<file path="config.mk">
export PLATFORM = sky130hd
export DESIGN_NAME = msr_seq
export DESIGN_NICKNAME = d
export VERILOG_FILES = /design/src/hdl/max_sum_subrectangle_top_defines.svh /design/src/hdl/msr_pkg.sv /design/src/hdl/msr_seq.sv
export SDC_FILE = /design/constraint.sdc
export NUM_CORES = 1
export LEC_CHECK = 0
export ABC_AREA = 1
export BUFFER_PORTS_ARGS = -buffer_cell sky130_fd_sc_hd__buf_4
export CAP_MARGIN = 30
export CORE_ASPECT_RATIO = 0.9
export CORE_UTILIZATION = 30
export DETAILED_ROUTE_END_ITERATION = 8
export GPL_TIMING_DRIVEN = 0
export HOLD_SLACK_MARGIN = 0.05
export PLACE_DENSITY = 0.55
export SLEW_MARGIN = 20
export SYNTH_ARGS = -nofsm -noshare
export SYNTH_HDL_FRONTEND = slang
export SYNTH_SLANG_ARGS = --single-unit
</file>
<file path="constraint.sdc">
create_clock -name clk -period 2.55 [get_ports clk]
set_input_delay 0.1275 -clock clk [delete_from_list [all_inputs] [get_ports clk]]
set_output_delay 0.1275 -clock clk [all_outputs]
set_load 0.02 [all_outputs]
</file>
<file path="src/hdl/max_sum_subrectangle_top_defines.svh">
// Assertion macros for the max-sum subrectangle RTL.
`ifndef MAX_SUM_SUBRECTANGLE_TOP_DEFINES_SVH
`define MAX_SUM_SUBRECTANGLE_TOP_DEFINES_SVH

`ifndef ASSERT_OFF
// Same-cycle implication, sampled on clk, off during reset
`define MSR_ASSERT_IMPL(label, ante, cons) \
  label: assert property (@(posedge clk) disable iff (!rst_n) (ante) |-> (cons)) \
    else $error("msr: same-cycle check failed");
// Next-cycle implication, sampled on clk, off during reset
`define MSR_ASSERT_NEXT(label, ante, cons) \
  label: assert property (@(posedge clk) disable iff (!rst_n) (ante) |=> (cons)) \
    else $error("msr: next-cycle check failed");
`else
`define MSR_ASSERT_IMPL(label, ante, cons)
`define MSR_ASSERT_NEXT(label, ante, cons)
`endif

`endif

</file>
<file path="src/hdl/msr_pkg.sv">
// Shared types, constants and the microcode ROM of the max-sum subrectangle block.
package msr_pkg;

  // fixed field widths
  localparam int CFG_W      = 6;
  localparam int CFG_IDX_W  = 2;
  localparam int SUM_OUT_W  = 27;
  localparam int CORNER_W   = 6;

  // register indexes and reset values
  localparam logic [CFG_IDX_W-1:0] REG_ROW_COUNT    = 2'd0;
  localparam logic [CFG_IDX_W-1:0] REG_COLUMN_COUNT = 2'd1;
  localparam logic [CFG_W-1:0]     SIZE_RESET       = 6'd32;

  // datapath action of one micro step
  typedef enum logic [3:0] {
    OP_LOAD       = 4'd0,
    OP_INIT_LEFT  = 4'd1,
    OP_INIT_RIGHT = 4'd2,
    OP_INIT_ROW   = 4'd3,
    OP_COL_ADD    = 4'd4,
    OP_KADANE     = 4'd5,
    OP_PAIR       = 4'd6,
    OP_NEXT_LEFT  = 4'd7,
    OP_EMIT       = 4'd8
  } op_t;

  // jump condition of one micro step
  typedef enum logic [2:0] {
    C_NEVER      = 3'd0,
    C_ALWAYS     = 3'd1,
    C_NO_LAUNCH  = 3'd2,
    C_MORE_ROWS  = 3'd3,
    C_MORE_RIGHT = 3'd4,
    C_MORE_LEFT  = 3'd5
  } cond_t;

  typedef logic [3:0] upc_t;

  typedef struct packed {
    op_t   op;
    cond_t cond;
    upc_t  target;
  } ctrl_t;

  // status from the datapath that the sequencer branches on
  typedef struct packed {
    logic launch;
    logic more_rows;
    logic more_right;
    logic more_left;
  } flags_t;

  // program addresses
  localparam upc_t UPC_IDLE     = 4'd0;
  localparam upc_t UPC_INIT_L   = 4'd1;
  localparam upc_t UPC_INIT_R   = 4'd2;
  localparam upc_t UPC_INIT_I   = 4'd3;
  localparam upc_t UPC_COL_ADD  = 4'd4;
  localparam upc_t UPC_KADANE   = 4'd5;
  localparam upc_t UPC_PAIR     = 4'd6;
  localparam upc_t UPC_NEXT_L   = 4'd7;
  localparam upc_t UPC_EMIT     = 4'd8;

  // microcode ROM: jump to target when cond holds, else fall through
  function automatic ctrl_t ucode(upc_t pc);
    ctrl_t w;
    unique case (pc)
      UPC_IDLE:    w = '{op: OP_LOAD,       cond: C_NO_LAUNCH,  target: UPC_IDLE};
      UPC_INIT_L:  w = '{op: OP_INIT_LEFT,  cond: C_NEVER,      target: UPC_IDLE};
      UPC_INIT_R:  w = '{op: OP_INIT_RIGHT, cond: C_NEVER,      target: UPC_IDLE};
      UPC_INIT_I:  w = '{op: OP_INIT_ROW,   cond: C_NEVER,      target: UPC_IDLE};
      UPC_COL_ADD: w = '{op: OP_COL_ADD,    cond: C_NEVER,      target: UPC_IDLE};
      UPC_KADANE:  w = '{op: OP_KADANE,     cond: C_MORE_ROWS,  target: UPC_COL_ADD};
      UPC_PAIR:    w = '{op: OP_PAIR,       cond: C_MORE_RIGHT, target: UPC_INIT_I};
      UPC_NEXT_L:  w = '{op: OP_NEXT_LEFT,  cond: C_MORE_LEFT,  target: UPC_INIT_R};
      UPC_EMIT:    w = '{op: OP_EMIT,       cond: C_ALWAYS,     target: UPC_IDLE};
      default:     w = '{op: OP_LOAD,       cond: C_ALWAYS,     target: UPC_IDLE};
    endcase
    return w;
  endfunction

endpackage

</file>
<file path="src/hdl/msr_seq.sv">
// Microcode sequencer: step counter, ROM lookup and conditional jumps.
module msr_seq (
  input  logic            clk,
  input  logic            rst_n,
  input  msr_pkg::flags_t flags,
  output msr_pkg::ctrl_t  ctrl,
  output logic            idle
);
  import msr_pkg::*;

  upc_t pc_r;
  upc_t pc_nxt;
  logic take;

  assign ctrl = ucode(pc_r);
  assign idle = (pc_r == UPC_IDLE);

  // branch condition
  always_comb begin
    unique case (ctrl.cond)
      C_NEVER:      take = 1'b0;
      C_ALWAYS:     take = 1'b1;
      C_NO_LAUNCH:  take = !flags.launch;
      C_MORE_ROWS:  take = flags.more_rows;
      C_MORE_RIGHT: take = flags.more_right;
      C_MORE_LEFT:  take = flags.more_left;
      default:      take = 1'b1;
    endcase
  end

  assign pc_nxt = take ? ctrl.target : pc_r + upc_t'(1);

  always_ff @(posedge clk) begin
    if (!rst_n) begin
      pc_r <= UPC_IDLE;
    end else begin
      pc_r <= pc_nxt;
    end
  end

endmodule

</file>
==> results.yml, run 1 <==
run_status:
  outcome: "completed"
cells_and_area:
  insertedDiodeCount: 0
  final_area_um2: 810
  fill_cells: 225
  final_util_pct: 41.5
  final_nets: 115
  regArea_um2: 260
  area_growth_pct: 28.1
  layoutNonFillerInstCount: 131
  multi_input_area_um2: 274
  drive_gt1_share_pct: 33.0
floorplanning:
  row_count: 15
  die_w_um: 50.4
  die_h_um: 45.5
  die_area_um2: 2290
  fp.coreArea_um2: 1950
  pin_count: 18
  start_util_pct: 32.4
pwr:
  peakVddDrop_v: 0.000603
  powerDensity_nw_per_um2: 1130
  p_leak_nw: 0.462
  total_power_mw: 0.911
synthesis:
  syn_nets: 94
  ys_types: 16
  ys_seq_area_share_pct: 41.2
  synth_area_um2: 632
  ys_warn_count: 0
  syn-instance-count: 86
  ys_ff_latch: 13
  syn_area_per_cell_um2: 7.35
timing:
  slew_violations: 0
  rsz0062_at_grt: "no"
  hold_viol: 0
  finalSetupViolations: 0
  max_clock_freq_ghz: 0.717
  fin_setup_tns_ns: 0
  period_needed_ns: 1.40
  finalWorstSetupSlack_ns: 1.15
  fin_crit_sh_pct: 54.7
  holdWs_ns: 0.177
  fin_worst_skew_ns: 0.000915
critical_path:
  crit_arrival_ns: 1.56
  r2r_start: "pc_r[0]"
  crit_fanout: 5
  crit_required_ns: 2.72
  r2r_end: "ctrl[5]"
  end_kind: "register"
  worstSetupPathType: "register to register"
  reg2reg_depth: 9
  critPathLaunchType: "register"
  regToRegSetupSlack_ns: 1.15
place:
  io_buffers: 16
  dp_hpwl_um: 889
  post-place-ws_ns: 1.16
  dpl_cell_area_um2: 783
  gp_congestion: 0.725
  dpl.cell_count: 127
grt:
  grt_usage_pct: 10.6
  met2_usage_pct: 13.9
  grt_pass1_wl_mm: 1.77
  top_usage_layer: "met1"
  grtUsageMet1_pct: 15.1
  overflow: 0
  grt_antenna_before_repair: 0
  grt_pass1_vias: 438
  grtUsageMet3_pct: 2.00
  grt_max_degree: 8
drt:
  drt_pass1_iterations: 4
  drtIter0Drc: 6
  wirelength_mm: 1.10
  num_vias: 540
  ant_nets: 0
  drc: 0
  routedWlPerCell_um: 8.37
  via_per_inst: 4.12
clock_network:
  post-cts-setup-buffers: 0
  cts_made_buffers: 3
  htree_levels: 1
  clk_path_buf_depth: 2
  hold_buffers: 0
  cts_num_sinks: 13
  clockRootBuffer: "clkbuf_4"
  clk_latency_ns: 0.27
  cts_tree: "built"
  cts_resized: 0
  clk_pin_slew_ns: 0.07
hold_path:
  hp-class: "input pin to register"
  min_to: "pc_r[2]"
  min_path_cells: 3
  min-delay-start: "rst_n"
run:
  drv_cap: 0
## state kept, by name, summed over array words and instances (netlist names)
name  flops
pc_r      4
ctrl      9
## worst max path at each step
stage               startpoint       to  slack [ns]  cells past startpoint
floorplan              ctrl[1]  ctrl[5]        1.28                      9
global placement       pc_r[0]  ctrl[5]        1.18                      9
detailed placement     pc_r[0]  ctrl[5]        1.16                      9
CTS                    pc_r[0]  ctrl[5]        1.15                      9
global route           pc_r[0]  ctrl[5]        1.02                      9
finish                 pc_r[0]  ctrl[5]        1.15                      9
## where the power goes
group / switching, mW / internal (mW) / total [mW]
Sequential: 0.0541 / 0.269 / 0.323
Combinational: 0.289 / 0.177 / 0.466
Clock: 0.0610 / 0.0605 / 0.121
Total: 0.404 / 0.506 / 0.911
## cell usage in the layout (no fill, tap or decap), types with 2 or more instances in the layout
cell,instances
dfxtp_1,13
buf_4,18
inv_1,20
nand2_1,20
ha_1,2
nand4_1,5
nor2_1,7
inv_2,2
nand2_2,4
nor3_2,2
nand3_2,4
clkbuf_4,3
## synth_stat cells
| library cell | instances | share of area [%] |
|---|---|---|
| nand3_1 | 1 | 0.79 |
| inv_2 | 2 | 1.2 |
| nand2_4 | 1 | 1.8 |
| nor2_2 | 1 | 0.99 |
| inv_1 | 20 | 12 |
| o21ai_0 | 1 | 0.79 |
| dfxtp_1 | 13 | 41 |
| nor3_2 | 2 | 3.2 |
| nor2_1 | 7 | 4.2 |
| ha_1 | 2 | 4.0 |
| conb_1 | 1 | 0.59 |
| nand3_2 | 4 | 6.3 |
| nand2_2 | 4 | 4.0 |
| nand4_1 | 5 | 5.0 |
| nand2_1 | 20 | 12 |
| buf_4 | 2 | 2.4 |
## cell type report
cell class,count,area share (%)
multi-input cells,49,33.8
well taps,25,3.86
clock buffers,4,3.25
plain buffers,2,1.85
inverters,22,10.2
repair buffers,16,14.8
flip-flops and latches,13,32.1
## critical path: stages (launching register included)
cell,delay (ns)
dfxtp_1,0.43
inv_1,0.07
ha_1,0.27
inv_1,0.03
nand4_1,0.09
nand3_2,0.15
nand2_1,0.09
inv_1,0.05
nand2_1,0.07
nand2_1,0.05
## metal layers
layer  vias to the layer above  share of wire [%]
li1                        291                  -
met1                       238                 53
met2                         9                 42
met3                         2                3.3
met4                         0                1.9
met5                         -                  0
## cell families (layout without fill, tap and decap cells)
family          Yosys count  after routing  synth area share (%)
other cells               1              1                 0.593
flops                    13             13                  41.2
simple gates             45             45                  38.0
buf+inv                  24             44                  15.4
fa+ha+maj                 2              2                  3.96
compound gates            1              1                 0.791
No activity file was read; power rests on OpenSTA's default activity.
==> run 2, diff against run 1 <==
- clock period: 2.55 -> 1.4 ns (I/O delays scaled with it)
==> run 2 against run 1 <==
Net effect:
- clock power is 83% higher
- global-route usage stayed put
- highest routed layer unchanged
- critical path depth is 1 higher
- sequential power is 86% higher
- largest cell class unchanged
- core utilization is 1.2 points higher
- largest power group unchanged
- setup slack worse by 1.1 ns
- design area is 2.8% higher
- sequential share of layout area hardly changed
- non-clock buffer count is 2 higher
- fmax is 6.2% higher
==> results.yml, run 2 (same netlist as run 1, synthesis figures left out) <==
timing:
  hold_viol: 0
  slew_violations: 0
  fin_worst_skew_ns: 0.000399
  max_clock_freq_ghz: 0.761
  holdWs_ns: 0.120
  period_needed_ns: 1.31
  finalSetupViolations: 0
  fin_setup_tns_ns: 0
  fin_crit_sh_pct: 93.8
  finalWorstSetupSlack_ns: 0.0863
grt:
  grt_pass1_vias: 438
  grt_max_degree: 8
  grt_usage_pct: 10.6
  grt_antenna_before_repair: 0
  overflow: 0
  grt_pass1_wl_mm: 1.77
run_status:
  outcome: "completed"
clock_network:
  clk_path_buf_depth: 2
  cts_num_sinks: 13
  clk_latency_ns: 0.27
  hold_buffers: 0
  cts_tree: "built"
  htree_levels: 1
  clk_pin_slew_ns: 0.07
  clockRootBuffer: "clkbuf_4"
  cts_made_buffers: 3
place:
  io_buffers: 16
  post-place-ws_ns: 0.00759
  dp_hpwl_um: 889
  gp_congestion: 0.725
cells_and_area:
  insertedDiodeCount: 0
  layout.cells.most_common_list: "inv_1, nand2_1, buf_4"
  drive_gt1_share_pct: 38.0
  final_nets: 117
  final_util_pct: 42.6
  area_growth_pct: 31.7
  largest_reg_flops: 9
drt:
  ant_nets: 0
  drtIter0Drc: 5
  routedWlPerCell_um: 8.60
  drc: 0
  wirelength_mm: 1.14
  via_per_inst: 4.09
  num_vias: 544
  drt_pass1_iterations: 2
critical_path:
  r2r_start: "pc_r[0]"
  regToRegSetupSlack_ns: 0.09
  end_kind: "register"
  reg2reg_depth: 10
  crit_arrival_ns: 1.53
  worstSetupPathType: "register to register"
  r2r_end: "ctrl[5]"
  crit_fanout: 4
  crit_required_ns: 1.61
  critPathLaunchType: "register"
hold_path:
  hp-class: "input pin to register"
  min_path_cells: 3
  min_to: "pc_r[2]"
  min-delay-start: "rst_n"
floorplanning:
  pin_count: 18
  die_area_um2: 2290
  row_count: 15
  start_util_pct: 32.4
  die_w_um: 50.4
  die_h_um: 45.5
  fp.coreArea_um2: 1950
pwr:
  p_leak_nw: 0.473
  peakVddDrop_v: 0.00111
  powerDensity_nw_per_um2: 2070
run:
  drv_cap: 0
==> run 2: cell count changes in the layout (fill, tap and decap cells not counted), sizes merged <==
cell and change:
buf +2
==> run 2: power by group <==
part / switching (mW) / internal (mW) / leakage (nW) / total, mW
combinational: 0.548 / 0.354 / 0.350 / 0.903
clock: 0.112 / 0.110 / 0.0150 / 0.222
sequential: 0.0947 / 0.505 / 0.108 / 0.600
total: 0.755 / 0.970 / 0.473 / 1.72
==> run 2: worst max-delay path, cell delays in order (launching register included) <==
cell and delay, ns:
dfxtp_4 0.36, ha_1 0.21, inv_1 0.05, nand2_1 0.04, nand2_1 0.05, nand4_1 0.16, nand3_2 0.14, nand2_1 0.08
inv_1 0.07, nand2_1 0.05, nand2_1 0.05
==> run 2: per-stage QoR <==
| stage | power, mW | instances | instance area, µm² |
|---|---|---|---|
| finish | 1.72 | 133 | 832 |
| global route | 1.88 | 133 | 832 |
| CTS | 1.67 | 131 | 810 |
| detailed placement | 1.46 | 127 | 783 |
| global placement | 1.45 | 127 | 783 |
| floorplan | 1.18 | 86 | 632 |
==> run 2: worst max path at each step <==
| stage | startpoint | cells past startpoint | slack [ns] | endpoint |
|---|---|---|---|---|
| detailed placement | pc_r[0] | 9 | 0.008 | ctrl[5] |
| CTS | pc_r[0] | 9 | 0.0003 | ctrl[5] |
| global route | ctrl[4] | 9 | -0.04 | ctrl[5] |
| floorplan | ctrl[1] | 9 | 0.13 | ctrl[5] |
| global placement | pc_r[0] | 9 | 0.03 | ctrl[5] |
| finish | pc_r[0] | 10 | 0.09 | ctrl[5] |
==> run 2: final cells by class <==
type | instances | area, µm²
Multi-Input combinational cell | 49 | 274
Clock buffer | 4 | 26.3
Fill cell | 226 | 1120
Timing Repair Buffer | 18 | 135
Tap cell | 25 | 31.3
Buffer | 2 | 15.0
Inverter | 22 | 82.6
Sequential cell | 13 | 268
==> run 2: what timing repair did <==
item | 4_1_cts | 5_1_grt
setup buffers | 0 | 2
resized for setup | 0 | 5
setup endpoints to repair | 0 | 5
==> run 2: layer usage <==
| metal | track usage, % | wire [µm] |
|---|---|---|
| met1 | 15.1 | 603 |
| met2 | 13.9 | 483 |
| met3 | 2.00 | 37 |
| met4 | 8.33 | 19 |
| met5 | 0 | 0 |
